--- src/ncomix_pkg.sv ---
// ----------------------------------------------------------------------------
// NCO mixer package
// Shared constants, types and the quarter-wave sine table generator for the
// real-to-IQ downconversion mixer.
// ----------------------------------------------------------------------------
package ncomix_pkg;

  // Default configuration of the mixer.
  localparam int SAMPLE_WIDTH_DEF    = 16;
  localparam int PHASE_WIDTH_DEF     = 32;
  localparam int TABLE_ADDR_BITS_DEF = 10;

  // Width of the phase step register.
  localparam int STEP_W = 32;

  // Sine coefficients are Q1.15 magnitudes up to COEF_MAX.
  localparam int COEF_W = 16;
  localparam longint unsigned COEF_MAX = 64'd32767;

  // Q30 fixed-point constants for the table generator.
  localparam longint unsigned PI_Q30   = 64'd3373259426;
  localparam longint unsigned HALF_Q30 = 64'd1 << 29;

  // Denominators (2n)*(2n+1) of the sine Taylor series terms.
  localparam longint unsigned TAYLOR_DEN [1:8] = '{
    64'd6, 64'd20, 64'd42, 64'd72, 64'd110, 64'd156, 64'd210, 64'd272
  };

  typedef logic [COEF_W-1:0]        coef_mag_t;
  typedef logic signed [COEF_W-1:0] coef_t;

  // Entry k of a quarter-wave sine table addressed by tab_bits phase bits:
  // round(32767 * sin(pi/2 * (k + 0.5) / depth)), evaluated with an integer
  // Q30 Taylor series. Used only at elaboration.
  function automatic coef_mag_t qsin_entry(input int unsigned k,
                                           input int unsigned tab_bits);
    logic [63:0] ang;
    logic [63:0] ang2;
    logic [63:0] term;
    logic [63:0] pos;
    logic [63:0] neg;
    logic [63:0] sum;
    logic [63:0] v;
    int          n;
    // The full period spans 4 * depth = 2^tab_bits steps of the angle.
    ang  = (PI_Q30 * (64'(2 * k) + 64'd1)) >> tab_bits;
    ang2 = (ang * ang) >> 30;
    term = ang;
    pos  = ang;
    neg  = 64'd0;
    for (n = 1; n <= 8; n++) begin
      term = ((term * ang2) >> 30) / TAYLOR_DEN[n];
      if (n % 2 == 1) begin
        neg = neg + term;
      end else begin
        pos = pos + term;
      end
    end
    sum = (pos > neg) ? (pos - neg) : 64'd0;
    v   = (sum * COEF_MAX + HALF_Q30) >> 30;
    if (v > COEF_MAX) begin
      v = COEF_MAX;
    end
    return v[COEF_W-1:0];
  endfunction

endpackage

--- src/nco_real_to_iq_mixer.sv ---
// Pipeline: an accepted item loads the ROM read stage, then the multiply stage
// and then the round and saturate stage, which drives out_*.
// Throughput: one item per cycle unless out_ready stalls the output; the two
// read ports of the sine ROM serve cosine and sine of the same phase together.
// Reset: rst_n clears the phase accumulator, the phase step and all stage
// valid bits; the sine ROM is constant and needs no fill pass.
// ----------------------------------------------------------------------------
// NCO real-to-IQ mixer
// Multiplies each real sample by e^(-j*theta) from a phase accumulator and a
// quarter-wave sine ROM, and returns rounded, saturated I and Q samples.
// ----------------------------------------------------------------------------
module nco_real_to_iq_mixer #(
  parameter int SAMPLE_WIDTH    = ncomix_pkg::SAMPLE_WIDTH_DEF,
  parameter int PHASE_WIDTH     = ncomix_pkg::PHASE_WIDTH_DEF,
  parameter int TABLE_ADDR_BITS = ncomix_pkg::TABLE_ADDR_BITS_DEF
) (
  input  logic                                  clk,
  input  logic                                  rst_n,
  // Phase step register write
  input  logic                                  cfg_valid,
  output logic                                  cfg_ready,
  input  logic [ncomix_pkg::STEP_W-1:0]         cfg_phase_step,
  // Sample input
  input  logic                                  in_valid,
  output logic                                  in_ready,
  input  logic signed [SAMPLE_WIDTH-1:0]        in_sample,
  // IQ result
  output logic                                  out_valid,
  input  logic                                  out_ready,
  output logic signed [SAMPLE_WIDTH-1:0]        out_i_out,
  output logic signed [SAMPLE_WIDTH-1:0]        out_q_out
);
  import ncomix_pkg::*;

  localparam int ROM_AW    = TABLE_ADDR_BITS - 2;
  localparam int ROM_DEPTH = 1 << ROM_AW;
  localparam int PROD_W    = SAMPLE_WIDTH + COEF_W;
  localparam int RES_W     = SAMPLE_WIDTH + 1;
  localparam int EXT_W     = 48;

  // Quarter-wave sine ROM, fixed at elaboration.
  coef_mag_t rom_tbl [ROM_DEPTH];

  for (genvar k = 0; k < ROM_DEPTH; k++) begin : g_rom
    assign rom_tbl[k] = qsin_entry(k, TABLE_ADDR_BITS);
  end

  // Registers
  logic [STEP_W-1:0]             step_r;
  logic [PHASE_WIDTH-1:0]        phase_r;
  logic [PHASE_WIDTH-1:0]        phase_nxt;
  logic                          v1_r;
  logic                          v2_r;
  logic                          out_valid_r;
  logic signed [SAMPLE_WIDTH-1:0] sample1_r;
  logic                          neg_i1_r;
  logic                          neg_q1_r;
  coef_mag_t                     mag_i1_r;
  coef_mag_t                     mag_q1_r;
  logic signed [PROD_W-1:0]      prod_i_r;
  logic signed [PROD_W-1:0]      prod_q_r;
  logic signed [PROD_W-1:0]      prod_i_nxt;
  logic signed [PROD_W-1:0]      prod_q_nxt;
  logic signed [SAMPLE_WIDTH-1:0] out_i_r;
  logic signed [SAMPLE_WIDTH-1:0] out_q_r;
  logic signed [SAMPLE_WIDTH-1:0] out_i_nxt;
  logic signed [SAMPLE_WIDTH-1:0] out_q_nxt;

  // Stage enables: a stage loads when it is empty or its successor moves on.
  logic en_o;
  logic en2;
  logic en1;
  logic in_acc;

  assign en_o   = !out_valid_r || out_ready;
  assign en2    = !v2_r || en_o;
  assign en1    = !v1_r || en2;
  assign in_acc = in_valid && in_ready;

  assign in_ready  = en1;
  assign cfg_ready = 1'b1;
  assign out_valid = out_valid_r;
  assign out_i_out = out_i_r;
  assign out_q_out = out_q_r;

  // Table addressing from the top phase bits.
  logic [TABLE_ADDR_BITS-1:0] taddr;
  logic [1:0]                 quad;
  logic [1:0]                 quad_c;
  logic [ROM_AW-1:0]          idx;
  logic [ROM_AW-1:0]          idx_c;
  logic [ROM_AW-1:0]          idx_s;
  logic [EXT_W-1:0]           step_ext;
  logic [PHASE_WIDTH-1:0]     inc;

  always_comb begin
    taddr    = phase_r[PHASE_WIDTH-1 -: TABLE_ADDR_BITS];
    quad     = taddr[TABLE_ADDR_BITS-1 -: 2];
    idx      = taddr[ROM_AW-1:0];
    // Cosine is the sine one quadrant ahead.
    quad_c   = quad + 2'd1;
    idx_c    = quad_c[0] ? ~idx : idx;
    idx_s    = quad[0] ? ~idx : idx;
    // The step sits at the top of a 48-bit phase; keep the top bits.
    step_ext = {step_r, 16'd0};
    inc      = step_ext[EXT_W-1 -: PHASE_WIDTH];
    phase_nxt = phase_r + inc;
  end

  // Phase step register and phase accumulator.
  always_ff @(posedge clk) begin
    if (!rst_n) begin
      step_r  <= '0;
      phase_r <= '0;
    end else begin
      if (cfg_valid && cfg_ready) begin
        step_r <= cfg_phase_step;
      end
      if (in_acc) begin
        phase_r <= phase_nxt;
      end
    end
  end

  // Stage 1: ROM read of both coefficients, sign flags and sample.
  always_ff @(posedge clk) begin
    if (!rst_n) begin
      v1_r <= 1'b0;
    end else if (en1) begin
      v1_r <= in_valid;
    end
  end

  always_ff @(posedge clk) begin
    if (en1) begin
      sample1_r <= in_sample;
      mag_i1_r  <= rom_tbl[idx_c];
      mag_q1_r  <= rom_tbl[idx_s];
      neg_i1_r  <= quad_c[1];
      // Q uses minus the sine.
      neg_q1_r  <= !quad[1];
    end
  end

  // Stage 2: signed coefficients times the sample.
  coef_t coef_i;
  coef_t coef_q;

  always_comb begin
    coef_i     = neg_i1_r ? -$signed(mag_i1_r) : $signed(mag_i1_r);
    coef_q     = neg_q1_r ? -$signed(mag_q1_r) : $signed(mag_q1_r);
    prod_i_nxt = $signed({{COEF_W{sample1_r[SAMPLE_WIDTH-1]}}, sample1_r})
               * $signed({{SAMPLE_WIDTH{coef_i[COEF_W-1]}}, coef_i});
    prod_q_nxt = $signed({{COEF_W{sample1_r[SAMPLE_WIDTH-1]}}, sample1_r})
               * $signed({{SAMPLE_WIDTH{coef_q[COEF_W-1]}}, coef_q});
  end

  always_ff @(posedge clk) begin
    if (!rst_n) begin
      v2_r <= 1'b0;
    end else if (en2) begin
      v2_r <= v1_r;
    end
  end

  always_ff @(posedge clk) begin
    if (en2) begin
      prod_i_r <= prod_i_nxt;
      prod_q_r <= prod_q_nxt;
    end
  end

  // Stage 3: round half up, drop 15 fraction bits, saturate.
  function automatic logic signed [SAMPLE_WIDTH-1:0] round_sat(
    input logic signed [PROD_W-1:0] p
  );
    logic signed [PROD_W-1:0] rnd;
    logic signed [PROD_W-1:0] shf;
    logic signed [RES_W-1:0]  r;
    logic signed [RES_W-1:0]  hi;
    logic signed [RES_W-1:0]  lo;
    rnd = p + $signed(PROD_W'(1) << (COEF_W - 2));
    shf = rnd >>> (COEF_W - 1);
    r   = shf[RES_W-1:0];
    hi  = $signed({2'b00, {(SAMPLE_WIDTH-1){1'b1}}});
    lo  = $signed({2'b11, {(SAMPLE_WIDTH-1){1'b0}}});
    if (r > hi) begin
      r = hi;
    end else if (r < lo) begin
      r = lo;
    end
    return r[SAMPLE_WIDTH-1:0];
  endfunction

  always_comb begin
    out_i_nxt = round_sat(prod_i_r);
    out_q_nxt = round_sat(prod_q_r);
  end

  always_ff @(posedge clk) begin
    if (!rst_n) begin
      out_valid_r <= 1'b0;
    end else if (en_o) begin
      out_valid_r <= v2_r;
    end
  end

  always_ff @(posedge clk) begin
    if (en_o) begin
      out_i_r <= out_i_nxt;
      out_q_r <= out_q_nxt;
    end
  end

`ifndef NO_ASSERTIONS
  // The phase moves by exactly one step per accepted item.
  a_phase_adv: assert property (@(posedge clk) disable iff (!rst_n)
    in_acc |=> phase_r == $past(phase_nxt))
    else $error("phase did not advance by the step on an accepted item");

  // Without an accepted item the phase holds.
  a_phase_hold: assert property (@(posedge clk) disable iff (!rst_n)
    !in_acc |=> $stable(phase_r))
    else $error("phase changed without an accepted item");

  // Input back-pressure only when every stage holds an item.
  a_full_stall: assert property (@(posedge clk) disable iff (!rst_n)
    !in_ready |-> (v1_r && v2_r && out_valid_r && !out_ready))
    else $error("input stalled while the pipeline has room");

  // A new result only comes from an item in the multiply stage.
  a_out_src: assert property (@(posedge clk) disable iff (!rst_n)
    $rose(out_valid_r) |-> $past(v2_r))
    else $error("result appeared without an item in flight");
`endif

endmodule

--- config.mk ---
export PLATFORM = sky130hd
export DESIGN_NAME = nco_real_to_iq_mixer
export DESIGN_NICKNAME = d
export VERILOG_FILES = /design/src/ncomix_pkg.sv /design/src/nco_real_to_iq_mixer.sv
export SDC_FILE = /design/constraint.sdc
export NUM_CORES = 2
export LEC_CHECK = 0
export BUFFER_PORTS_ARGS = -buffer_cell sky130_fd_sc_hd__buf_4
export CAP_MARGIN = 20
export CORE_MARGIN = 4
export CORE_UTILIZATION = 55
export CTS_CLUSTER_DIAMETER = 60
export CTS_CLUSTER_SIZE = 24
export DETAILED_ROUTE_END_ITERATION = 8
export HOLD_SLACK_MARGIN = 0.12
export PLACE_DENSITY = 0.7
export RECOVER_POWER = 25
export SLEW_MARGIN = 20
export SYNTH_ARGS = -nofsm -noshare
export SYNTH_HDL_FRONTEND = slang
export SYNTH_SLANG_ARGS = --single-unit
--- constraint.sdc ---
create_clock -name clk -period 6.6 [get_ports clk]
set_clock_uncertainty 0.05 [all_clocks]
set_input_delay 0.99 -clock clk [delete_from_list [all_inputs] [get_ports clk]]
set_output_delay 0.99 -clock clk [all_outputs]
set_load 0.01 [all_outputs]
* Word level (Yosys, flattened, before mapping)
Memory sizes are Yosys's and may differ from the RTL's. A register that Yosys moved wholly into a read port is not among the register bits.
Index checks and enable logic that the tools add are counted.
** Word-level totals
- Flip-flop bits (word level) :: 181
- Memories :: 2
- Output and inout bits :: 35
- Input bits :: 53
- ROM bits :: 8192
** Operators by class
- Reduce and logical (&&, ||, !) cells :: 8
- Mux-type cells :: 6
- Bitwise operators :: 3
- Multiply operators :: 2
- $lt $le $gt $ge :: 4
- Add/subtract/negate cells :: 6
** Memories
- (name not given) :: words 256, bits a word 16, read ports 1, clocked after Yosys merged registers in 1, write ports 0, line nco_real_to_iq_mixer.sv:138 : mag_q1_r <= rom_tbl[idx_s];
- (name not given) :: words 256, bits a word 16, read ports 1, clocked after Yosys merged registers in 1, write ports 0, line nco_real_to_iq_mixer.sv:137 : mag_i1_r <= rom_tbl[idx_c];
** Operator list (count)
- $add A32 B16 Y32 const B :: 2
- $mul A16 B16 Y32 :: 2
- $mux W16 :: 4
- $gt A17 B16 Y1 const B :: 2
- $lt A17 B16 Y1 const B :: 2
- $add A32 B32 Y32 :: 1
- $neg A16 Y16 :: 2
- $not A8 Y9 :: 2
- $mux W8 :: 2
- $not A8 Y8 :: 1
- $logic_not A1 Y1 :: 4
- $logic_or A1 B1 Y1 :: 3
- $add A2 B1 Y2 const B :: 1
- $logic_and A1 B1 Y1 :: 1

* Depth between registers and ports, before layout
- Depth after elaboration :: 5
- Gate-level depth with buffers :: 31
- Gate-level depth less buffers :: 29

* Worst setup path after synthesis
No wires, ideal clock.
- Kind :: register to register
- Start point :: reg mag_q1_r[2]
- End point :: reg prod_q_r[21] (data pin)
- Slack :: -537 ps
- Clock period less this slack :: 7137 ps
- Path buffers :: 1
- Required time :: 6292 ps
- Library setup time :: 258 ps
- Arrival :: 6830 ps
- Cell stages (with the launch flop) :: 30
- Path through :: edfxtp_1 > nor4_1 > nand2b_1 > nor2_1 > nand3_1 > o21ai_0 > xnor2_1 > clkbuf_1 > nand2_1 > fa_1 > inv_1 > fa_1 > inv_1 > fa_1 > inv_1 > fa_1 > fa_1 > inv_1 > fa_1 > inv_1 > ha_1 > a211o_1 > a21oi_1 > a2bb2oi_1 > o21ai_1 > or2_2 > a21oi_1 > o21bai_1 > a21oi_1 > xnor2_1
** On the way
- Cells in the longest elaborated chain, start to end :: 3
** Ends and longest elaborated chain
- start, declared :: line nco_real_to_iq_mixer.sv:59 : coef_mag_t mag_q1_r;
- $neg A16 Y16 :: line nco_real_to_iq_mixer.sv:151 : coef_q = neg_q1_r ? -$signed(mag_q1_r) : $signed(mag_q1_r);
- $mux W16 (*) :: line nco_real_to_iq_mixer.sv:151
- $mul A16 B16 Y32 (*) :: line nco_real_to_iq_mixer.sv:155 : * $signed({{SAMPLE_WIDTH{coef_q[COEF_W-1]}}, coef_q});
- net prod_q_nxt[21] :: line nco_real_to_iq_mixer.sv:63 : logic signed [PROD_W-1:0] prod_q_nxt;
- end signal, assigned :: line nco_real_to_iq_mixer.sv:169 : prod_q_r <= prod_q_nxt;
- end, declared :: line nco_real_to_iq_mixer.sv:61 : logic signed [PROD_W-1:0] prod_q_r;
Mark *: on every way through the listed nets, which the timed path passes. The rest lies on a longest branch.
A chain may end at the register's enable or synchronous reset.

* Worst setup path in the final report
- Start point :: reg mag_q1_r[5]
- End point :: reg prod_q_r[28] (data pin)
Same word-level chain as after synthesis.

==> run summary <==
Clock Sinks: 183
Starting Density: 55.4%
DRT antenna net count: 0
Initial DRT Pass Iterations: 7
Initial antenna violation count: 4
RSZ-0062 raised after global routing: yes
Synth Area in Simple Gates: 17.0%
CTS tree: built
Layout cell share with drive strength beyond 1: 14.6%
Worst path slowest cell: fa_1
Worst-margin pin slew: 2.41 ns
Final Worst Setup Slack: -0.476 ns
GRT Overall Usage: 33.4%
# rows: 93
Final Setup Violations: 31
Clock tree buffer depth: 2
Synth Flop Type: edfxtp_1
DP Cell Count: 5207
Syn_nets: 5061
Cell family with most CP delay: adder cells
Synth Area in Adders: 37.3%
Buf+Inv Stages, Crit Path: 7
Post-synth EDFFs: 116
Drc violations: 0
Via count: 32600
Status: complete, but fails checks
Worst path arrival time: 7.28 ns
Area Overhead vs Synth: 14.4%
Total Wirelength: 116000 um
Final hold vios: 0
Routed length per instance: 22.0 um
Grt ovf: 0
Reg clk slew, reported paths: 0.09 ns
Post-Synthesis Cells: 4258
CP Launch Type: register
Min Clock Period, post-route: 7.08 ns
Max FO, Critical Path: 7
Io pins: 88
Die height: 263 um
Vias in the first global route: 33400
Seq/Total Area, Yosys: 13.5%
First-pass GRT wire length: 184000 um
Setup TNS: -7.51 ns
Synth Area in Compound Gates: 16.5%
Die W: 263 um
CP peak stage delay: 0.54 ns
H-tree lvl count: 4
Hold Slack: 0.425 ns
Fmax achieved: 141 MHz
Critical Path End Type: register
Vias per cell: 6.18
Initial drt markers: 4171
Die area: 69000 sq um
Core ar.: 64300 sq um
Cell area after synthesis: 35600 sq um
Failing checks: max-capacitance violations, max-slew violations, negative setup slack
Number of synthesized register bits: 183
Worst endpoint required time: 6.80 ns
I/O Buffers: 86
Period utilization: 107%
Largest family of logic cells by synthesized area: adder cells
Yosys Warn Count: 0
Clock root buffer: clkbuf_16
Final slew viol count: 66
Max Cap Viol: 2
Synth Area in XOR/XNOR: 4.00%
Mux contribution to synthesized area: 1.39%
Largest net degree at the start of global routing: 157
Syn avg cell area: 8.37 sq um
Netlist cell types: 83
Final HPWL from detailed placement: 85300 um
Setup CP Type: register to register
CP dominant cell by count: fa_1
Final #Nets: 5213
Ys async rst share: 0%
Path category of the worst min-delay check: register to register
Fin cells: 5280
Util after Layout: 63.4%
TritonCTS Buffers: 17
Clk Latency, worst-skew pair: 0.50 ns
Max-slew headroom: -60.8%
Routability cong.: 1.06
flip-flops by register name, indices dropped and copies added, names as in the netlist:
| register | cells |
|---|---|
| sample1_r | 16 |
| v1_r | 1 |
| mag_q1_r | 15 |
| neg_i1_r | 1 |
| neg_q1_r | 1 |
| prod_q_r | 18 |
| v2_r | 1 |
| out_valid | 1 |
| phase_r | 32 |
| inc | 32 |
| out_q_out | 16 |
| out_i_out | 16 |
| prod_i_r | 18 |
| mag_i1_r | 15 |
worst min-delay path, cell delays in order, from the launching register on:
cell      delay (ns)
dfxtp_1         0.32
nand2_1         0.05
a21boi_0        0.06
final cells by class:
class | instances | area [sq um]
timing repair buffer | 422 | 3510
antenna | 2 | 5.00
tap | 855 | 1070
clock inverter | 15 | 224
clock buffer | 17 | 425
multi-input combinational | 3136 | 28300
sequential | 183 | 4820
inverter | 650 | 2440
fill | 5456 | 23600
through the flow:
step	cell area, sq um	worst slack (ns)
after global placement	39100	-0.373
after global routing	40800	-0.810
after CTS	40200	-0.479
after detailed placement	39100	-0.532
after floorplan	36000	-0.219
final	40800	-0.476
synthesized netlist by cell type, types with 33 or more instances:
cell type / number / area [sq um]
nor3_1: 63 / 315
a311oi_1: 41 / 359
nand2b_1: 40 / 250
a21oi_1: 227 / 1140
o311ai_0: 34 / 298
a31oi_1: 43 / 269
xor2_1: 50 / 438
nand3_1: 111 / 556
clkbuf_1: 187 / 702
edfxtp_1: 116 / 3480
mux2i_1: 37 / 370
o21ai_0: 234 / 1170
inv_1: 648 / 2430
xnor2_1: 108 / 946
buf_2: 74 / 370
o211ai_1: 38 / 285
a211oi_1: 33 / 248
nor2b_1: 81 / 507
and2_1: 201 / 1260
nand2_1: 501 / 1880
dfxtp_1: 67 / 1340
a21o_1: 34 / 255
ha_1: 227 / 2840
nor2_1: 194 / 728
fa_1: 523 / 10500
layout by cell type (no fill, tap or decap), drive strengths merged, types with 22 or more instances in the layout:
cell,Yosys,layout
xor2,52,52
a211oi,33,33
a21o,34,34
nand2,501,501
nand3,111,111
a31oi,43,43
nor2b,81,81
o221ai,22,22
buf,103,403
ha,227,227
edfxtp,116,116
a21oi,229,229
o211ai,38,38
nor2,197,197
a311oi,42,42
and2,201,201
o21ai,247,247
o311ai,45,45
nand2b,40,40
nor3,63,63
xnor2,108,109
mux2i,38,38
nand4,24,24
inv,649,662
fa,523,523
a221oi,24,24
clkbuf,187,36
dfxtp,67,67
logic make-up after synthesis:
group | count (synthesis)
buf+inv | 940
mux | 43
xor+xnor | 160
fa+ha+maj | 750
simple gates | 1277
other cells | 1
flops | 183
compound gates | 904
timing repair:
item                       4_1_cts  5_1_grt
pin swaps                       29       77
setup buffers                   19       20
hold buffers                     0        0
cloned                           1        1
gates resized for setup         71       94
setup endpoints to repair       32       35
path summary, 6_finish.rpt:
| kind | slack (ns) | to | from | cells past startpoint |
|---|---|---|---|---|
| setup / recovery | -0.48 | prod_q_r[28] | mag_q1_r[5] | 28 |
| hold / removal | 0.42 | phase_r[2] | phase_r[2] | 2 |
| setup reg to reg | -0.48 | prod_q_r[28] | mag_q1_r[5] | 28 |
| hold reg to reg | 0.42 | phase_r[2] | phase_r[2] | 2 |
metal layers:
metal	part of all wire, %	up-vias	global-route usage [%]
met2	45	1863	52.8
li1	-	14400	-
met3	10	490	8.85
met1	39	15800	43.1
met4	5.6	4	15.2
met5	0.024	-	0
Power is not shown: default switching activity piles up to over one toggle a cycle in this logic, so the estimate is an artifact.
